### config.mk
export PLATFORM = sky130hd
export DESIGN_NAME = actuator_homing_sequencer_top
export DESIGN_NICKNAME = d
export VERILOG_FILES = /design/src/rtl/ahs_pkg.sv /design/src/rtl/ahs_core.sv /design/src/rtl/actuator_homing_sequencer_top.sv
export SDC_FILE = /design/constraint.sdc
export NUM_CORES = 1
export LEC_CHECK = 0
export ABC_AREA = 1
export BUFFER_PORTS_ARGS = -buffer_cell sky130_fd_sc_hd__clkbuf_2
export CAP_MARGIN = 40
export CORE_AREA = 2 2 185 169
export CTS_BUF_LIST = sky130_fd_sc_hd__clkbuf_8
export DETAILED_ROUTE_END_ITERATION = 12
export DIE_AREA = 0 0 187 171
export GPL_TIMING_DRIVEN = 0
export SLEW_MARGIN = 20
export SYNTH_ARGS = -nofsm -noshare
export SYNTH_HDL_FRONTEND = slang
export SYNTH_SLANG_ARGS = --single-unit
### constraint.sdc
create_clock -name clk -period 4.45 [get_ports clk]
set_input_delay 0.89 -clock clk [delete_from_list [all_inputs] [get_ports clk]]
set_output_delay 0.89 -clock clk [all_outputs]
set_load 0.01 [all_outputs]
### src/rtl/ahs_pkg.sv
// Shared types and constants for the actuator homing sequencer.
`default_nettype none

package ahs_pkg;

    // Default width of the timestamp arithmetic
    localparam int TIME_BITS_DEF = 32;

    // Register reset values
    localparam logic        EXTEND_LEVEL_RESET = 1'b1;
    localparam logic        SHRINK_LEVEL_RESET = 1'b1;
    localparam logic [31:0] TIMEOUT_RESET      = 32'd10000;

    // Middle position is half the extend travel: divide by two as a shift
    localparam int MIDDLE_SHIFT = 1;

    // Request codes
    typedef enum logic [2:0] {
        REQ_TICK   = 3'd0,
        REQ_EXTEND = 3'd1,
        REQ_SHRINK = 3'd2,
        REQ_STOP   = 3'd3,
        REQ_HOME   = 3'd4
    } req_t;

    // Motion state
    typedef enum logic [1:0] {
        MODE_IDLE   = 2'd0,
        MODE_EXTEND = 2'd1,
        MODE_SHRINK = 2'd2,
        MODE_ERROR  = 2'd3
    } mode_t;

    // Homing phases
    typedef enum logic [1:0] {
        PHASE_RETRACT     = 2'd0,
        PHASE_EXT_MEASURE = 2'd1,
        PHASE_SHR_MEASURE = 2'd2,
        PHASE_MIDDLE      = 2'd3
    } phase_t;

    // Configuration register indexes
    typedef enum logic [1:0] {
        CFG_EXTEND_LEVEL = 2'd0,
        CFG_SHRINK_LEVEL = 2'd1,
        CFG_TIMEOUT      = 2'd2
    } cfg_idx_t;

    // One input item
    typedef struct packed {
        logic [2:0]  req_type;
        logic [31:0] now_time;
        logic        extend_limit_hit;
        logic        shrink_limit_hit;
    } item_t;

    // Configuration seen by the core
    typedef struct packed {
        logic        extend_level;
        logic        shrink_level;
        logic [31:0] homing_timeout;
    } cfg_t;

    // One result item
    typedef struct packed {
        logic        extend_drive;
        logic        shrink_drive;
        logic        extend_led;
        logic        shrink_led;
        logic [1:0]  motion_state;
        logic        homing_active;
        logic [1:0]  homing_step;
        logic [31:0] extend_travel;
        logic [31:0] shrink_travel;
    } result_t;

endpackage

`default_nettype wire

### src/rtl/ahs_core.sv
// Controller state and the per-item update that produces one result.
`default_nettype none

module ahs_core #(
    parameter int TIME_BITS = ahs_pkg::TIME_BITS_DEF
) (
    input  wire              clk,
    input  wire              rst_n,
    input  wire              apply,
    input  ahs_pkg::item_t   item,
    input  ahs_pkg::cfg_t    cfg,
    output ahs_pkg::result_t res
);

    localparam int CMP_W = (TIME_BITS > 32) ? TIME_BITS : 32;

    // State registers
    ahs_pkg::mode_t         mode_reg, mode_next;
    logic                   homing_reg, homing_next;
    logic                   started_reg, started_next;
    ahs_pkg::phase_t        phase_reg, phase_next;
    logic [TIME_BITS-1:0]   start_reg, start_next;
    logic [TIME_BITS-1:0]   ext_ticks_reg, ext_ticks_next;
    logic [TIME_BITS-1:0]   shr_ticks_reg, shr_ticks_next;

    // Time arithmetic
    logic [CMP_W-1:0]       now_wide;
    logic [TIME_BITS-1:0]   now_t;
    logic [TIME_BITS-1:0]   elapsed;
    logic [TIME_BITS-1:0]   half_ext;
    logic [CMP_W-1:0]       elapsed_wide;
    logic [CMP_W-1:0]       timeout_wide;
    logic                   over_time;
    logic                   advanced;
    logic [CMP_W-1:0]       ext_travel_wide;
    logic [CMP_W-1:0]       shr_travel_wide;
    logic                   ext_on;
    logic                   shr_on;

    always_comb
    begin
        now_wide     = CMP_W'(item.now_time);
        now_t        = now_wide[TIME_BITS-1:0];
        elapsed      = now_t - start_reg;
        half_ext     = ext_ticks_reg >> ahs_pkg::MIDDLE_SHIFT;
        elapsed_wide = CMP_W'(elapsed);
        timeout_wide = CMP_W'(cfg.homing_timeout);
        over_time    = elapsed_wide > timeout_wide;
    end

    // Next state for the item being applied
    always_comb
    begin
        mode_next      = mode_reg;
        homing_next    = homing_reg;
        started_next   = started_reg;
        phase_next     = phase_reg;
        start_next     = start_reg;
        ext_ticks_next = ext_ticks_reg;
        shr_ticks_next = shr_ticks_reg;
        advanced       = 1'b0;

        unique case (item.req_type)
            ahs_pkg::REQ_TICK:
            begin
                if (homing_reg) begin
                    if (!started_reg) begin
                        // first tick of a homing run: begin retracting
                        started_next = 1'b1;
                        phase_next   = ahs_pkg::PHASE_RETRACT;
                        start_next   = now_t;
                        mode_next    = ahs_pkg::MODE_SHRINK;
                    end else begin
                        unique case (phase_reg)
                            ahs_pkg::PHASE_RETRACT:
                            begin
                                if (mode_reg == ahs_pkg::MODE_SHRINK
                                    && item.shrink_limit_hit) begin
                                    advanced   = 1'b1;
                                    phase_next = ahs_pkg::PHASE_EXT_MEASURE;
                                    start_next = now_t;
                                    mode_next  = ahs_pkg::MODE_EXTEND;
                                end
                            end
                            ahs_pkg::PHASE_EXT_MEASURE:
                            begin
                                if (mode_reg == ahs_pkg::MODE_EXTEND
                                    && item.extend_limit_hit) begin
                                    advanced       = 1'b1;
                                    ext_ticks_next = elapsed;
                                    phase_next     = ahs_pkg::PHASE_SHR_MEASURE;
                                    start_next     = now_t;
                                    mode_next      = ahs_pkg::MODE_SHRINK;
                                end
                            end
                            ahs_pkg::PHASE_SHR_MEASURE:
                            begin
                                if (mode_reg == ahs_pkg::MODE_SHRINK
                                    && item.shrink_limit_hit) begin
                                    advanced       = 1'b1;
                                    shr_ticks_next = elapsed;
                                    phase_next     = ahs_pkg::PHASE_MIDDLE;
                                    start_next     = now_t;
                                    mode_next      = ahs_pkg::MODE_EXTEND;
                                end
                            end
                            ahs_pkg::PHASE_MIDDLE:
                            begin
                                if (elapsed >= half_ext) begin
                                    mode_next   = ahs_pkg::MODE_IDLE;
                                    homing_next = 1'b0;
                                end
                            end
                            default:
                            begin
                                phase_next = phase_reg;
                            end
                        endcase
                        // a phase that just advanced restarted its timer
                        if (!advanced && over_time) begin
                            mode_next   = ahs_pkg::MODE_ERROR;
                            homing_next = 1'b0;
                        end
                    end
                end else if (mode_reg == ahs_pkg::MODE_EXTEND && item.extend_limit_hit) begin
                    mode_next = ahs_pkg::MODE_IDLE;
                end else if (mode_reg == ahs_pkg::MODE_SHRINK && item.shrink_limit_hit) begin
                    mode_next = ahs_pkg::MODE_IDLE;
                end else if (mode_reg == ahs_pkg::MODE_ERROR) begin
                    mode_next = ahs_pkg::MODE_IDLE;
                end
            end
            ahs_pkg::REQ_EXTEND: mode_next = ahs_pkg::MODE_EXTEND;
            ahs_pkg::REQ_SHRINK: mode_next = ahs_pkg::MODE_SHRINK;
            ahs_pkg::REQ_STOP:   mode_next = ahs_pkg::MODE_IDLE;
            ahs_pkg::REQ_HOME:
            begin
                homing_next    = 1'b1;
                started_next   = 1'b0;
                phase_next     = ahs_pkg::PHASE_RETRACT;
                start_next     = '0;
                ext_ticks_next = '0;
                shr_ticks_next = '0;
                mode_next      = ahs_pkg::MODE_SHRINK;
            end
            default:
            begin
                // unused codes leave the state alone
                mode_next = mode_reg;
            end
        endcase
    end

    // Result from the updated state
    always_comb
    begin
        ext_on          = (mode_next == ahs_pkg::MODE_EXTEND);
        shr_on          = (mode_next == ahs_pkg::MODE_SHRINK);
        ext_travel_wide = CMP_W'(ext_ticks_next);
        shr_travel_wide = CMP_W'(shr_ticks_next);

        res.extend_drive  = ext_on ? cfg.extend_level : ~cfg.extend_level;
        res.shrink_drive  = shr_on ? cfg.shrink_level : ~cfg.shrink_level;
        res.extend_led    = ext_on;
        res.shrink_led    = shr_on;
        res.motion_state  = mode_next;
        res.homing_active = homing_next;
        res.homing_step   = phase_next;
        res.extend_travel = ext_travel_wide[31:0];
        res.shrink_travel = shr_travel_wide[31:0];
    end

    // State update, one item per cycle while apply is high
    always_ff @(posedge clk or negedge rst_n)
    begin
        if (!rst_n) begin
            mode_reg      <= ahs_pkg::MODE_IDLE;
            homing_reg    <= 1'b0;
            started_reg   <= 1'b0;
            phase_reg     <= ahs_pkg::PHASE_RETRACT;
            start_reg     <= '0;
            ext_ticks_reg <= '0;
            shr_ticks_reg <= '0;
        end else if (apply) begin
            mode_reg      <= mode_next;
            homing_reg    <= homing_next;
            started_reg   <= started_next;
            phase_reg     <= phase_next;
            start_reg     <= start_next;
            ext_ticks_reg <= ext_ticks_next;
            shr_ticks_reg <= shr_ticks_next;
        end
    end

    // Phase moves only when an item is applied
    a_phase_hold: assert property (@(posedge clk) disable iff (!rst_n)
        !apply |=> $stable(phase_reg))
        else $error("homing phase changed without an item");

    // A tick advances the phase by at most one
    a_phase_step: assert property (@(posedge clk) disable iff (!rst_n)
        apply && item.req_type == ahs_pkg::REQ_TICK |=>
            (phase_reg == $past(phase_reg)) || (phase_reg == $past(phase_reg) + 1))
        else $error("homing phase skipped");

    // Homing only starts on a start-homing request
    a_homing_rise: assert property (@(posedge clk) disable iff (!rst_n)
        $rose(homing_reg) |-> $past(apply && item.req_type == ahs_pkg::REQ_HOME))
        else $error("homing started without request");

    // Start-homing always enters the retract phase while shrinking
    a_home_entry: assert property (@(posedge clk) disable iff (!rst_n)
        apply && item.req_type == ahs_pkg::REQ_HOME |=>
            homing_reg && !started_reg && phase_reg == ahs_pkg::PHASE_RETRACT
            && mode_reg == ahs_pkg::MODE_SHRINK)
        else $error("bad homing entry state");

endmodule

`default_nettype wire

### src/rtl/actuator_homing_sequencer_top.sv
// Top level: stream ports, configuration registers, input and result registers.
//
// Linear actuator controller with a four-phase homing sequence.
// Input stream (s_*): one transfer is a tick or a command; s_tuser holds the
// request code, s_tdata the timestamp and the two debounced limit flags.
// Output stream (m_*): exactly one result transfer per input transfer, in
// order: drive levels, LEDs, motion state, homing status and the measured
// travel times.
// Configuration: cfg_we/cfg_addr/cfg_data write the drive active levels and
// the per-phase homing timeout; write only while no item is in flight.
// Path: input register, then update logic into the result register.
// Throughput: one item per cycle while m_tready is high; the state update is a
// single pass of logic between the input register and the result register.
// Reset: both stream registers empty, actuator idle, homing off, levels 1,
// timeout 10000 ticks.
// Stall: when m_tready is low the result holds; one more item may wait in
// the input register, after which s_tready drops.
`default_nettype none

module actuator_homing_sequencer_top #(
    parameter int TIME_BITS = ahs_pkg::TIME_BITS_DEF
) (
    input  wire         clk,
    input  wire         rst_n,
    // input stream
    input  wire         s_tvalid,
    output logic        s_tready,
    input  wire [39:0]  s_tdata,   // now_time[31:0], extend_limit_hit[32],
                                   // shrink_limit_hit[33], zero[39:34]
    input  wire [2:0]   s_tuser,   // req_type[2:0]
    // result stream
    output logic        m_tvalid,
    input  wire         m_tready,
    output logic [79:0] m_tdata,   // extend_drive[0], shrink_drive[1],
                                   // extend_led[2], shrink_led[3],
                                   // motion_state[5:4], homing_active[6],
                                   // homing_step[8:7], extend_travel[40:9],
                                   // shrink_travel[72:41], zero[79:73]
    // configuration
    input  wire         cfg_we,
    input  wire [1:0]   cfg_addr,
    input  wire [31:0]  cfg_data
);

    logic             in_valid_reg, in_valid_next;
    ahs_pkg::item_t   in_item_reg;
    logic             out_valid_reg, out_valid_next;
    ahs_pkg::result_t out_res_reg;
    ahs_pkg::result_t core_res;
    ahs_pkg::cfg_t    cfg_reg;
    ahs_pkg::item_t   s_item;
    logic             s_fire;
    logic             advance;
    logic             apply;

    // Handshake control
    always_comb
    begin
        advance  = !out_valid_reg || m_tready;
        apply    = in_valid_reg && advance;
        s_tready = !in_valid_reg || advance;
        s_fire   = s_tvalid && s_tready;

        s_item.req_type         = s_tuser;
        s_item.now_time         = s_tdata[31:0];
        s_item.extend_limit_hit = s_tdata[32];
        s_item.shrink_limit_hit = s_tdata[33];

        if (s_fire) begin
            in_valid_next = 1'b1;
        end else if (apply) begin
            in_valid_next = 1'b0;
        end else begin
            in_valid_next = in_valid_reg;
        end

        if (apply) begin
            out_valid_next = 1'b1;
        end else if (m_tready) begin
            out_valid_next = 1'b0;
        end else begin
            out_valid_next = out_valid_reg;
        end
    end

    // Valid flags
    always_ff @(posedge clk or negedge rst_n)
    begin
        if (!rst_n) begin
            in_valid_reg  <= 1'b0;
            out_valid_reg <= 1'b0;
        end else begin
            in_valid_reg  <= in_valid_next;
            out_valid_reg <= out_valid_next;
        end
    end

    // Payload registers
    always_ff @(posedge clk)
    begin
        if (s_fire) begin
            in_item_reg <= s_item;
        end
        if (apply) begin
            out_res_reg <= core_res;
        end
    end

    // Configuration registers
    always_ff @(posedge clk or negedge rst_n)
    begin
        if (!rst_n) begin
            cfg_reg.extend_level   <= ahs_pkg::EXTEND_LEVEL_RESET;
            cfg_reg.shrink_level   <= ahs_pkg::SHRINK_LEVEL_RESET;
            cfg_reg.homing_timeout <= ahs_pkg::TIMEOUT_RESET;
        end else if (cfg_we) begin
            unique case (cfg_addr)
                ahs_pkg::CFG_EXTEND_LEVEL: cfg_reg.extend_level   <= cfg_data[0];
                ahs_pkg::CFG_SHRINK_LEVEL: cfg_reg.shrink_level   <= cfg_data[0];
                ahs_pkg::CFG_TIMEOUT:      cfg_reg.homing_timeout <= cfg_data;
                default:                   cfg_reg                <= cfg_reg;
            endcase
        end
    end

    ahs_core #(
        .TIME_BITS (TIME_BITS)
    ) u_core (
        .clk   (clk),
        .rst_n (rst_n),
        .apply (apply),
        .item  (in_item_reg),
        .cfg   (cfg_reg),
        .res   (core_res)
    );

    // Result packing
    assign m_tvalid = out_valid_reg;
    assign m_tdata  = {7'b0,
                       out_res_reg.shrink_travel,
                       out_res_reg.extend_travel,
                       out_res_reg.homing_step,
                       out_res_reg.homing_active,
                       out_res_reg.motion_state,
                       out_res_reg.shrink_led,
                       out_res_reg.extend_led,
                       out_res_reg.shrink_drive,
                       out_res_reg.extend_drive};

endmodule

`default_nettype wire
# Yosys cells after proc, flatten, opt, wreduce, memory -nomap -nowiden

Cells that the tools add are included.

Register bits after elaboration: 248
Input port bits: 82
Output and inout port bits: 82
Logic and storage cells: 125

Add/subtract/negate cells: 1
Magnitude comparators: 2
Equal/unequal tests: 18
Multiplexer cells: 54
Bitwise gates (word level): 2
Reductions and logical operators: 23

Operator list:

| kind               | number |
|---|---|
| $mux 32            | 12 |
| $pmux 32 s2        | 4 |
| $ge 32x31->1       | 1 |
| $gt 32x32->1       | 1 |
| $sub 32x32->32     | 1 |
| $mux 2             | 14 |
| $mux 1             | 17 |
| $eq 2x2->1 const B | 6 |
| $ne 4x4->1 const B | 3 |
| $pmux 2 s3         | 2 |
| $eq 2x1->1 const B | 4 |
| $pmux 2 s4         | 1 |
| $eq 3x2->1 const B | 2 |
| $pmux 1 s2         | 3 |
| $reduce_and 2->1   | 3 |
| $reduce_and 6->1   | 1 |
| $reduce_bool 2->1  | 3 |
| $logic_and 1x1->1  | 5 |
| $logic_not 2->1    | 2 |
| $pmux 2 s2         | 1 |
| $reduce_or 2->1    | 2 |
| $eq 3x1->1 const B | 1 |
| $eq 3x3->1 const B | 1 |
| $logic_not 1->1    | 3 |
| other kinds (5)    | 7 |

# Longest topological paths before layout

Gate-level depths: netlist of run 1.

Depth in word-level cells: 15
Mapped depth: 36
Depth with buffers taken out: 36

# Hierarchy

Synthesis of run 1 repeated with hierarchy kept, for this count alone.

Cells, all modules: 1,496
Area total of the unflattened synthesis: 13,674.4 µm²

Modules (own cells, without submodules):

| module                        | instances | cells an instance | area each (µm²) | seq. area each (µm²) |
|---|---|---|---|---|
| ahs_core                      | 1         | 1,211             | 8,782.2         | 2,552.4 |
| actuator_homing_sequencer_top | 1         | 285               | 4,892.2         | 4,212.8 |

# Worst setup path after synthesis of run 1

OpenSTA, ideal clock, no wires.

Path type: reg2reg
From: register in_item_reg[2] in the netlist's numbering
To: register out_res_reg, in the netlist m_tdata[1], data pin
Setup time: 0.252 ns
Data arrival time: 3.434 ns
Data required time: 4.198 ns
Path slack: 0.764 ns
Stages on the path, launching flop included: 29
Path buffers: 0
Clock period less this slack: 3.686 ns
Cell sequence: edfxtp_1 -> inv_1 -> ha_1 -> inv_1 -> fa_1 -> nand3_1 -> nand2_1 -> a21boi_4 -> o21bai_2 -> nand2_1 -> nand2_1 -> a21oi_2 -> o21bai_1 -> or2_0 -> nand2_1 -> ha_1 -> nand2_1 -> nor2_1 -> nand4_1 -> nor3_1 -> a21boi_0 -> a21boi_0 -> nor2_1 -> nand2_1 -> nand3_1 -> nand3_2 -> nand2_2 -> nand2_1 -> nand2_1

RTL lines:

| element                | line                                 | source |
|---|---|---|
| start, declared        | actuator_homing_sequencer_top.sv:46  | `ahs_pkg::item_t in_item_reg;` |
| start signal, assigned | actuator_homing_sequencer_top.sv:102 | `in_item_reg <= s_item;` |
| end signal, assigned   | actuator_homing_sequencer_top.sv:105 | `out_res_reg <= core_res;` |
| end, declared          | actuator_homing_sequencer_top.sv:48  | `ahs_pkg::result_t out_res_reg;` |

==> metrics.yaml, run 1 <==
detailed_routing:
  wl_per_cell_um: 16.16
  first_pass_iters: 5
  vias_per_cell: 5.116
  drc: 0
  routed_wl_um: 34370
  vias: 10882
  drtIter0Drc: 866
  antenna_left: 0
global_route:
  grt_max_degree: 82
  grt.overflow.total: 0
  track_usage: 0.2133
  grt_pass1_vias: 10297
  grt_pass1_wl_um: 53900
  grt_antenna_before_repair: 0
timing:
  rsz0062_at_grt: "true"
  clock.fmax_mhz: 239.8
  post-route-period-util: 0.9370
  slew_headroom: 0.5515
  worst_pin_slew_ns: 0.6728
  hold_viol: 0
  fin_skew_ns: 0.04470
  timing.final.crit_period_ns: 4.170
  finalSetupViolations: 0
  slew_violations: 0
synthesis:
  synth_cells: 1471
  yosysSeqAreaShare: 0.5062
  synth_adder_area_share: 0.08950
  synth_largest_area_cell: "edfxtp_1"
  synth-simple-area-share: 0.1297
  synth_top_area_frac: 0.2472
  postSynth.asyncResetShare: 0.5565
  synth_compound_area_frac: 0.1797
  yosys.area_share.xor_xnor: 0.01376
  avgSynthCellArea_um2: 9.085
  muxShareOfSynthArea: 0
  ys.flop_type: "dfrtp_1"
  syn-cell-area_mm2: 0.01336
  synth_top_family_by_area: "compound AO/OA/AOI/OAI gates"
  yosys.cell_types.count: 51
  ys_seq_elements: 248
  synth_area_leaders: "edfxtp_1 25%, dfrtp_1 25%, ha_1 8.8%"
  ys_warn_count: 0
  synth_edf_count: 110
critical_path:
  critical_path_class: "reg2reg"
  crit_fanout: 4
  startpoint_type: "flop"
  reg2reg_from: "in_item_reg[2]"
  cp-end-kind: "flop"
  cp.required_ns: 4.75
  startpoint: "in_item_reg[2]"
  arrival_ns: 4.47
die:
  die-width_um: 187
  dieArea_mm2: 0.03198
  coreArea_mm2: 0.03030
  die_h_um: 171
  row_count: 61
  pin_count: 164
  start_util: 0.4411
flow_run:
  cap_violations: 0
clocking:
  htree_levels: 2
  clk_path_buf_depth: 3
  clkLatencyLatePin_ns: 0.58
  cts.clk_slew.worst_paths_ns: 0.06
  cts_made_buffers: 43
  clock_tree.root_cell: "clkbuf_8"
  cts_tree: "yes"
  cts_sinks: 248
  cts_hold_buf: 0
power:
  total_power_mw: 10.54
  leakage_nw: 7.287
  swShare: 0.4263
  pwr_density_cell_mw_per_mm2: 661.5
  p_clk_frac: 0.198
  pwr-share-seq: 0.307
  switching_power_mw: 4.495
  peakVddDrop_uv: 245.1
  p_int_mw: 6.050
  pwr-share-comb: 0.495
final_layout:
  final_util: 0.5260
  layout-drive-gt1-share: 0.2043
  nets: 1861
  fillCellCount: 2898
  largest_reg_flops: 73
  area_delta_synth_final_pct: 19.27
  n_antenna_cell: 0
outcome:
  status: "completed"
placement:
  io_buffers: 150
  gp_congestion: 0.9502
  hpwl_um: 25870
worst_hold_path:
  min_path_type: "in2async"
==> cell families (layout without fill, tap and decap cells) <==
family                     after synthesis  in the layout
and+or+nand+nor                        389            389
other                                    1              7
AOI/OAI and AO/OA                      437            437
buffers and inverters                  280            521
xor gates and xnor gates                21             21
adders and majority gates               95             95
DFF                                    248            248
==> worst max-delay path, stage by stage (launching register included) <==
cell      delay, ns
edfxtp_1       0.45
inv_1          0.09
ha_1           0.14
inv_1          0.06
fa_2           0.37
nand3_2        0.07
nand2_2        0.08
a21boi_4       0.24
o21bai_2       0.12
nand2_1        0.08
nand2_2        0.08
buf_4          0.16
xor2_4         0.17
ha_1           0.32
nand4_1        0.11
or2_4          0.29
o21bai_1       0.16
nand2_1        0.13
nand2_1        0.10
a21boi_2       0.15
nor2_1         0.06
nand2_2        0.08
nand3_2        0.09
nand3_4        0.14
nand2_2        0.06
nand2_1        0.05
nand2_1        0.04
==> cells in the mapped netlist (2+ instances only) <==
library cell and number:
inv_1 207, nand2_1 183, o21ai_0 176, a21oi_1 149, dfrtp_1 131, edfxtp_1 110
ha_1 94, nor2_1 84, o22ai_1 63, nand3_1 62, clkbuf_1 49, nand2_2 15
xor2_1 15, nand4_1 11, o21ai_1 11, inv_2 10, a21oi_2 9, nor3_1 9
buf_4 7, dfstp_2 7, xnor2_1 6, nor2_4 4, o211ai_1 4, a21boi_0 3
a21o_1 3, buf_2 3, clkinv_1 3, nand2_4 3, nor2_2 3, nor3_2 3
o21a_1 3, o21bai_1 3, or2_2 3, a211oi_1 2, a31o_2 2, nand3_2 2
nor4_1 2, o21ai_2 2, o31ai_1 2, or2_1 2
==> power groups by stage <==
stage	Clock, mW	Combinational (mW)	Sequential, mW
2_1_floorplan	0	3.30	3.32
3_3_place_gp	0	4.65	3.28
3_5_place_dp	0	4.78	3.28
4_1_cts	2.13	4.82	3.24
5_1_grt	2.24	5.91	3.29
6_report	2.08	5.22	3.24
==> layout by cell type, fill, tap and decap left out, drive strengths merged, types with 4 or more instances in the layout <==
cell	Yosys	routed
a21oi	159	159
xor2	15	15
o21ai	189	189
inv	217	229
edfxtp	110	110
o211ai	4	4
a21boi	4	4
o21bai	4	4
dfrtp	131	131
nand4	11	11
conb	1	7
ha	94	94
dfstp	7	7
nor3	12	12
clkbuf	49	247
nand3	64	64
nand2	201	201
buf	11	23
xnor2	6	6
o22ai	63	63
clkinv	3	19
or2	6	6
nor2	91	91
==> stage by stage <==
step                hold slack (ns)  worst slack, ns  instances  area (um^2)  setup TNS (ns)
global route                 0.3716         -0.04567       2127        15940        -0.06539
finish                       0.3451           0.2803       2127        15940               0
CTS                          0.3426          0.01693       2116        15570               0
floorplan                    0.4495           0.7642       1477        13390               0
global placement             0.4668          -0.1009       2036        14650          -15.39
detailed placement           0.4675          -0.1115       2037        14690         -0.2966
==> worst paths after layout <==
kind / end / slack, ns / cells after the start
worst max register to register: m_tdata[1] / 0.28 / 26
worst max-delay path: m_tdata[1] / 0.28 / 26
worst min register to register: u_core.shr_ticks_reg[29] / 0.48 / 2
min in group clk: u_core.shr_ticks_reg[29] / 0.48 / 2
max in group asynchronous: cfg_reg[13] / 3.33 / 2
worst min-delay path: cfg_reg[11] / 0.35 / 1
==> final cells by class <==
type,instances,area [um^2],area share
multi-input combinational,949,5833,0.3660
tap,409,511.7,0.03211
clock buffer,48,660.6,0.04145
sequential,248,6765,0.4244
buffer,60,255.2,0.01601
inverter,220,830.8,0.05212
clock inverter,31,200.2,0.01256
timing repair buffer,162,882.1,0.05534
==> per-layer routing <==
metal,wire [um],up-vias,GRT usage
li1,-,5440,-
met1,16200,5070,0.3010
met2,15310,312,0.3373
met3,1989,60,0.03795
met4,869,0,0.06280
met5,0,-,0
==> what timing repair did <==
item / 4_1_cts / 5_1_grt
pin swaps: 0 / 18
buffers inserted: 0 / 10
endpoints found under the setup margin: 5 / 10
resized for setup: 4 / 57
Power figures use the tool's default switching activity.
==> run 2: changes to the inputs <==
- CORE_AREA: 2 2 185 169 -> 2 2 201 183
- DIE_AREA: 0 0 187 171 -> 0 0 203 185
==> metrics.yaml, run 2 (same netlist as run 1, synthesis figures left out) <==
critical_path:
  path_common_cell: "nand2_1"
  arrival_ns: 4.58  # +0.11 ns
  slowest_stage: "edfxtp_1"
  max_stage_delay_ns: 0.44  # about the same
  crit_fanout: 5  # +1
  cp-end-kind: "flop"
  critical_path_class: "reg2reg"
  cp.required_ns: 4.79  # +0.04 ns
  startpoint_type: "flop"
timing:
  finalSetupViolations: 0  # unchanged
  clock.fmax_mhz: 236.3  # -1.5%
  hold_viol: 0  # unchanged
  slew_violations: 0  # unchanged
  rsz0062_at_grt: "true"
  timing.final.crit_period_ns: 4.231  # +0.06179 ns
  slew_headroom: 0.5080  # -0.04353
  post-route-period-util: 0.9509  # +0.01389
  worst_pin_slew_ns: 0.7356  # +0.06279 ns
  worst_slack_ns: 0.2185  # -0.06179 ns
  fin_skew_ns: 0.03521  # -0.009489 ns
final_layout:
  final_util: 0.4454  # -0.08063
  mostFrequentLayoutCells: "220 x inv_1, 176 x nand2_1, 176 x o21ai_0"
  finalInstanceArea_mm2: 0.01585  # -0.54%
  layout-drive-gt1-share: 0.1895  # -0.01480
  layout.cells.non_filler: 2191  # +3.0%
  area_delta_synth_final_pct: 18.62
  n_antenna_cell: 0  # unchanged
  largest_reg_flops: 73  # unchanged
  final_common_cell: "inv_1"
  nets: 1857  # -0.21%
placement:
  gp_congestion: 0.8987  # -5.4%
  io_buffers: 150  # unchanged
  post_dp_cell_area_mm2: 0.01479  # +0.71%
  hpwl_um: 27320  # +5.6%
  dpl_worst_slack_ns: -0.1536  # -0.04213 ns
  placed_cells_incl_taps: 2105  # +3.3%
worst_hold_path:
  min_path_type: "in2async"
detailed_routing:
  drtIter0Drc: 787  # -9.1%
  top_layer: "met4"
  antenna_left: 0  # unchanged
  drc: 0  # unchanged
  vias_per_cell: 5.023  # -1.8%
  m1WireLength_um: 16790  # +3.6%
  met2_length_um: 16140  # +5.4%
  first_pass_iters: 5  # unchanged
  vias: 11005  # +1.1%
  routed_wl_um: 36160  # +5.2%
  met3RoutedLength_um: 2142  # +7.7%
  wl_per_cell_um: 16.50  # +2.1%
global_route:
  grt_pass1_wl_um: 56390  # +4.6%
  grt.overflow.total: 0  # unchanged
  track_usage: 0.1920  # -0.02125
  grt_pass1_vias: 10425  # +1.2%
  grt_antenna_before_repair: 0  # unchanged
  grt_max_degree: 82  # unchanged
clocking:
  cts.clk_slew.worst_paths_ns: 0.06  # about the same
  clk_path_buf_depth: 3  # unchanged
  htree_levels: 2  # unchanged
  clkLatencyLatePin_ns: 0.59  # about the same
  cts_sinks: 248  # unchanged
  cts_tree: "yes"
  cts_hold_buf: 0  # unchanged
  clock_tree.root_cell: "clkbuf_8"
  cts_made_buffers: 43  # unchanged
power:
  peakVddDrop_uv: 253.9  # +3.6%
  pwr_density_cell_mw_per_mm2: 654.5  # -1.1%
  leakage_nw: 7.232  # -0.74%
die:
  start_util: 0.3755  # -0.06557
  dieArea_mm2: 0.03756  # +17%
  row_count: 66  # +8.2%
  coreArea_mm2: 0.03559  # +17%
  die_h_um: 185  # +8.2%
  pin_count: 164  # unchanged
  die-width_um: 203  # +8.6%
flow_run:
  cap_violations: 0  # unchanged
outcome:
  status: "completed"
[run 2: cell types whose count changed in the layout (fill, tap and decap cells not counted), sizes merged]
cell / change
buf: -4
inv: +4
clkinv: -2
clkbuf: -2
clkinvlp: +1
[run 2: through the flow]
step	power, mW	hold slack [ns]	setup TNS, ns
after floorplan	6.624	0.4495	0
after global placement	7.941	0.4632	-10.12
after detailed placement	8.098	0.4675	-0.5818
after CTS	10.23	0.3085	0
after global routing	11.27	0.3408	-0.2903
final	10.38	0.3174	0
[run 2: worst paths after layout]
path,start,end,slack (ns),cells past startpoint
max,in_item_reg[2],m_tdata[1],0.22,34
min,rst_n,u_core.shr_ticks_reg[8],0.32,1
max reg2reg,in_item_reg[2],m_tdata[1],0.22,34
min reg2reg,u_core.shr_ticks_reg[29],u_core.shr_ticks_reg[29],0.48,2
max in group asynchronous,rst_n,cfg_reg[32],3.31,2
min in group clk,s_tdata[25],in_item_reg[27],0.48,1
[run 2: power by group]
group	switching (mW)	leakage, nW	internal, mW
sequential	0.188	2.78	3.05
clock	0.986	0.482	1.08
combinational	3.29	3.97	1.77
[run 2: final cells by class]
type | count | area [um^2]
inverters | 220 | 830.8
well taps | 476 | 595.6
fillers | 3505 | 19740
flip-flops and latches | 248 | 6765
repair buffers | 158 | 852.1
clock buffers | 46 | 633.1
plain buffers | 60 | 255.2
multi-input cells | 949 | 5710
clock inverters | 34 | 210.2
[run 2: repair_timing]
item,in CTS,in global routing
setup endpoints to repair,7,10
pin swaps,0,8
buffers inserted,0,6
gates resized for setup,3,34
[run 2: critical path, delay by kind of cell (launching register included)]
kind | cells | cell delay [ns]
AO/OA/AOI/OAI | 6 | 0.96
adder cells (fa/ha/maj) | 3 | 0.74
buffers and inverters | 7 | 0.47
flip-flops | 1 | 0.44
AND/OR/NAND/NOR | 18 | 1.40
[run 2: per-layer routing]
metal,vias to the layer above,global-route usage
li1,5443,-
met1,5165,0.2706
met2,329,0.2967
met3,68,0.03343
met4,0,0.07066
met5,-,0
==> run 3: changes to the inputs <==
- clock period: 4.45 -> 5.47 ns (I/O delays scaled with it)
==> metrics.yaml, run 3 (same netlist as run 1, synthesis figures left out) <==
timing:
  slew_headroom: 0.4979  # -0.01005
  timing.final.crit_period_ns: 4.691  # +0.4595 ns
  whs_ns: 0.4819  # +0.1645 ns
  finalSetupViolations: 0  # unchanged
  fin_skew_ns: 0.03588  # +0.0006654 ns
  final.setup.tns_ns: 0  # unchanged
  post-route-period-util: 0.8576  # -0.09332
  clock.fmax_mhz: 213.2  # -9.8%
  rsz0062_at_grt: "false"
  worst_pin_slew_ns: 0.7506  # +0.01502 ns
  slew_violations: 0  # unchanged
  hold_viol: 0  # unchanged
detailed_routing:
  vias: 10945  # -0.55%
  vias_per_cell: 5.009  # -0.27%
  wl_per_cell_um: 16.45  # -0.32%
  drc: 0  # unchanged
  first_pass_iters: 5  # unchanged
  drtIter0Drc: 742  # -5.7%
  routed_wl_um: 35950  # -0.59%
  antenna_left: 0  # unchanged
critical_path:
  ff2ff_path_depth: 25  # -26%
  reg2reg_to: "m_tdata[0]"
  cp.required_ns: 5.81  # +1.02 ns
  rrSetupSlack_ns: 0.78  # +0.56 ns
  cp-end-kind: "flop"
  startpoint_type: "flop"
  reg2reg_from: "in_item_reg[2]"
  max_stage_delay_ns: 0.63  # +0.19 ns
  slowest_stage: "xor2_1"
  arrival_ns: 5.03  # +0.45 ns
  startpoint: "in_item_reg[2]"
  crit_family: "simple AND/OR/NAND/NOR gates"
  path_buf_inv: 2  # -5
  critical_path_class: "reg2reg"
  path_common_cell: "nand2_1"
  crit_fanout: 4  # -1
global_route:
  grt_pass1_vias: 10423  # -0.019%
  grt_max_degree: 82  # unchanged
  grt_pass1_wl_um: 56400  # about the same
  grt.overflow.total: 0  # unchanged
  grt_antenna_before_repair: 0  # unchanged
  track_usage: 0.1921  # about the same
power:
  swShare: 0.4303  # about the same
  pwr-share-comb: 0.479  # -0.009
  pwr-share-seq: 0.318  # +0.005
  p_clk_frac: 0.203  # +0.003
  pwr_density_cell_mw_per_mm2: 529.8  # -19%
  switching_power_mw: 3.565  # -20%
  peakVddDrop_uv: 201.3  # -21%
  p_int_mw: 4.720  # -20%
  leakage_nw: 7.184  # -0.68%
worst_hold_path:
  worstHoldPathCells: 2
  min_path_type: "reg2reg"
  worst_hold_startpoint: "u_core.shr_ticks_reg[29]"
  min_to: "u_core.shr_ticks_reg[29]"
clocking:
  cts_tree: "yes"
  cts_hold_buf: 0  # unchanged
  cts_sinks: 248  # unchanged
  htree_levels: 2  # unchanged
  clock_tree.root_cell: "clkbuf_8"
  clk_path_buf_depth: 3  # unchanged
  clkLatencyLatePin_ns: 0.59  # about the same
  cts.clk_slew.worst_paths_ns: 0.06  # about the same
  cts_made_buffers: 43  # unchanged
  cts.repair.resized: 0  # -3
  cts_setup_buffers: 0  # unchanged
final_layout:
  fillCellCount: 3528  # +0.66%
  mostFrequentLayoutCells: "220 x inv_1, 183 x nand2_1, 176 x o21ai_0"
  largest_reg_flops: 73  # unchanged
  multi_input_area_mm2: 0.005540  # -3.0%
  layout-drive-gt1-share: 0.1691  # -0.02040
  n_antenna_cell: 0  # unchanged
  seq_area_mm2: 0.006765  # unchanged
  final_common_cell: "inv_1"
  area_delta_synth_final_pct: 17.01
  nets: 1851  # -0.32%
flow_run:
  cap_violations: 0  # unchanged
placement:
  io_buffers: 150  # unchanged
  gp_congestion: 0.8987  # unchanged
  hpwl_um: 27320  # unchanged
die:
  pin_count: 164  # unchanged
  dieArea_mm2: 0.03756  # unchanged
  die_h_um: 185  # unchanged
  start_util: 0.3755  # unchanged
  coreArea_mm2: 0.03559  # unchanged
  row_count: 66  # unchanged
  die-width_um: 203  # unchanged
outcome:
  status: "completed"
==> run 3: cell types whose count changed in the layout (fill, tap and decap cells not counted), sizes merged <==
cell and change:
buf -6
==> run 3: per-stage QoR <==
step	setup WS [ns]	cell area [um^2]	utilization	instances	power, mW
after global routing	0.4496	15640	0.4394	2185	9.000
after global placement	0.6752	14730	0.4139	2103	6.460
after detailed placement	0.8664	14790	0.4157	2105	6.588
after floorplan	1.784	13390	-	1477	5.389
after CTS	0.8637	15640	0.4394	2185	8.312
final	0.7791	15640	0.4394	2185	8.285
==> run 3: how the worst max path moves through the flow <==
stage / end / slack (ns) / cells after the start
final: m_tdata[0] / 0.78 / 25
after global routing: m_tdata[0] / 0.45 / 25
after CTS: m_tdata[1] / 0.86 / 26
after detailed placement: m_tdata[0] / 0.87 / 25
after global placement: m_tdata[22] / 0.68 / 5
after floorplan: m_tdata[1] / 1.78 / 28
==> run 3: power by group through the flow <==
stage | Sequential (mW) | Clock (mW) | Combinational (mW)
after floorplan | 2.70 | 0 | 2.69
after global placement | 2.67 | 0 | 3.79
after detailed placement | 2.67 | 0 | 3.92
after CTS | 2.64 | 1.73 | 3.94
after global routing | 2.68 | 1.82 | 4.50
final | 2.64 | 1.68 | 3.97
==> run 3: per-layer routing <==
metal  GRT usage  part of all wire  vias to the layer above
li1            -                 -                     5425
met1      0.2708              0.47                     5146
met2      0.2966              0.44                      310
met3     0.03343             0.057                       64
met4     0.07066             0.029                        0
met5           0                 0                        -
==> run 3: cell type report <==
class                           instances  area share
Multi-Input combinational cell        949      0.3543
Tap cell                              476     0.03809
Clock inverter                         34     0.01344
Sequential cell                       248      0.4326
Clock buffer                           46     0.04049
Timing Repair Buffer                  152     0.05161
Inverter                              220     0.05313
Buffer                                 60     0.01632
==> run 3: tightest hold or removal path, cell delays in order (launching register included) <==
cell	delay (ns)
dfrtp_1	0.34
nand2_1	0.05
nand2_1	0.05
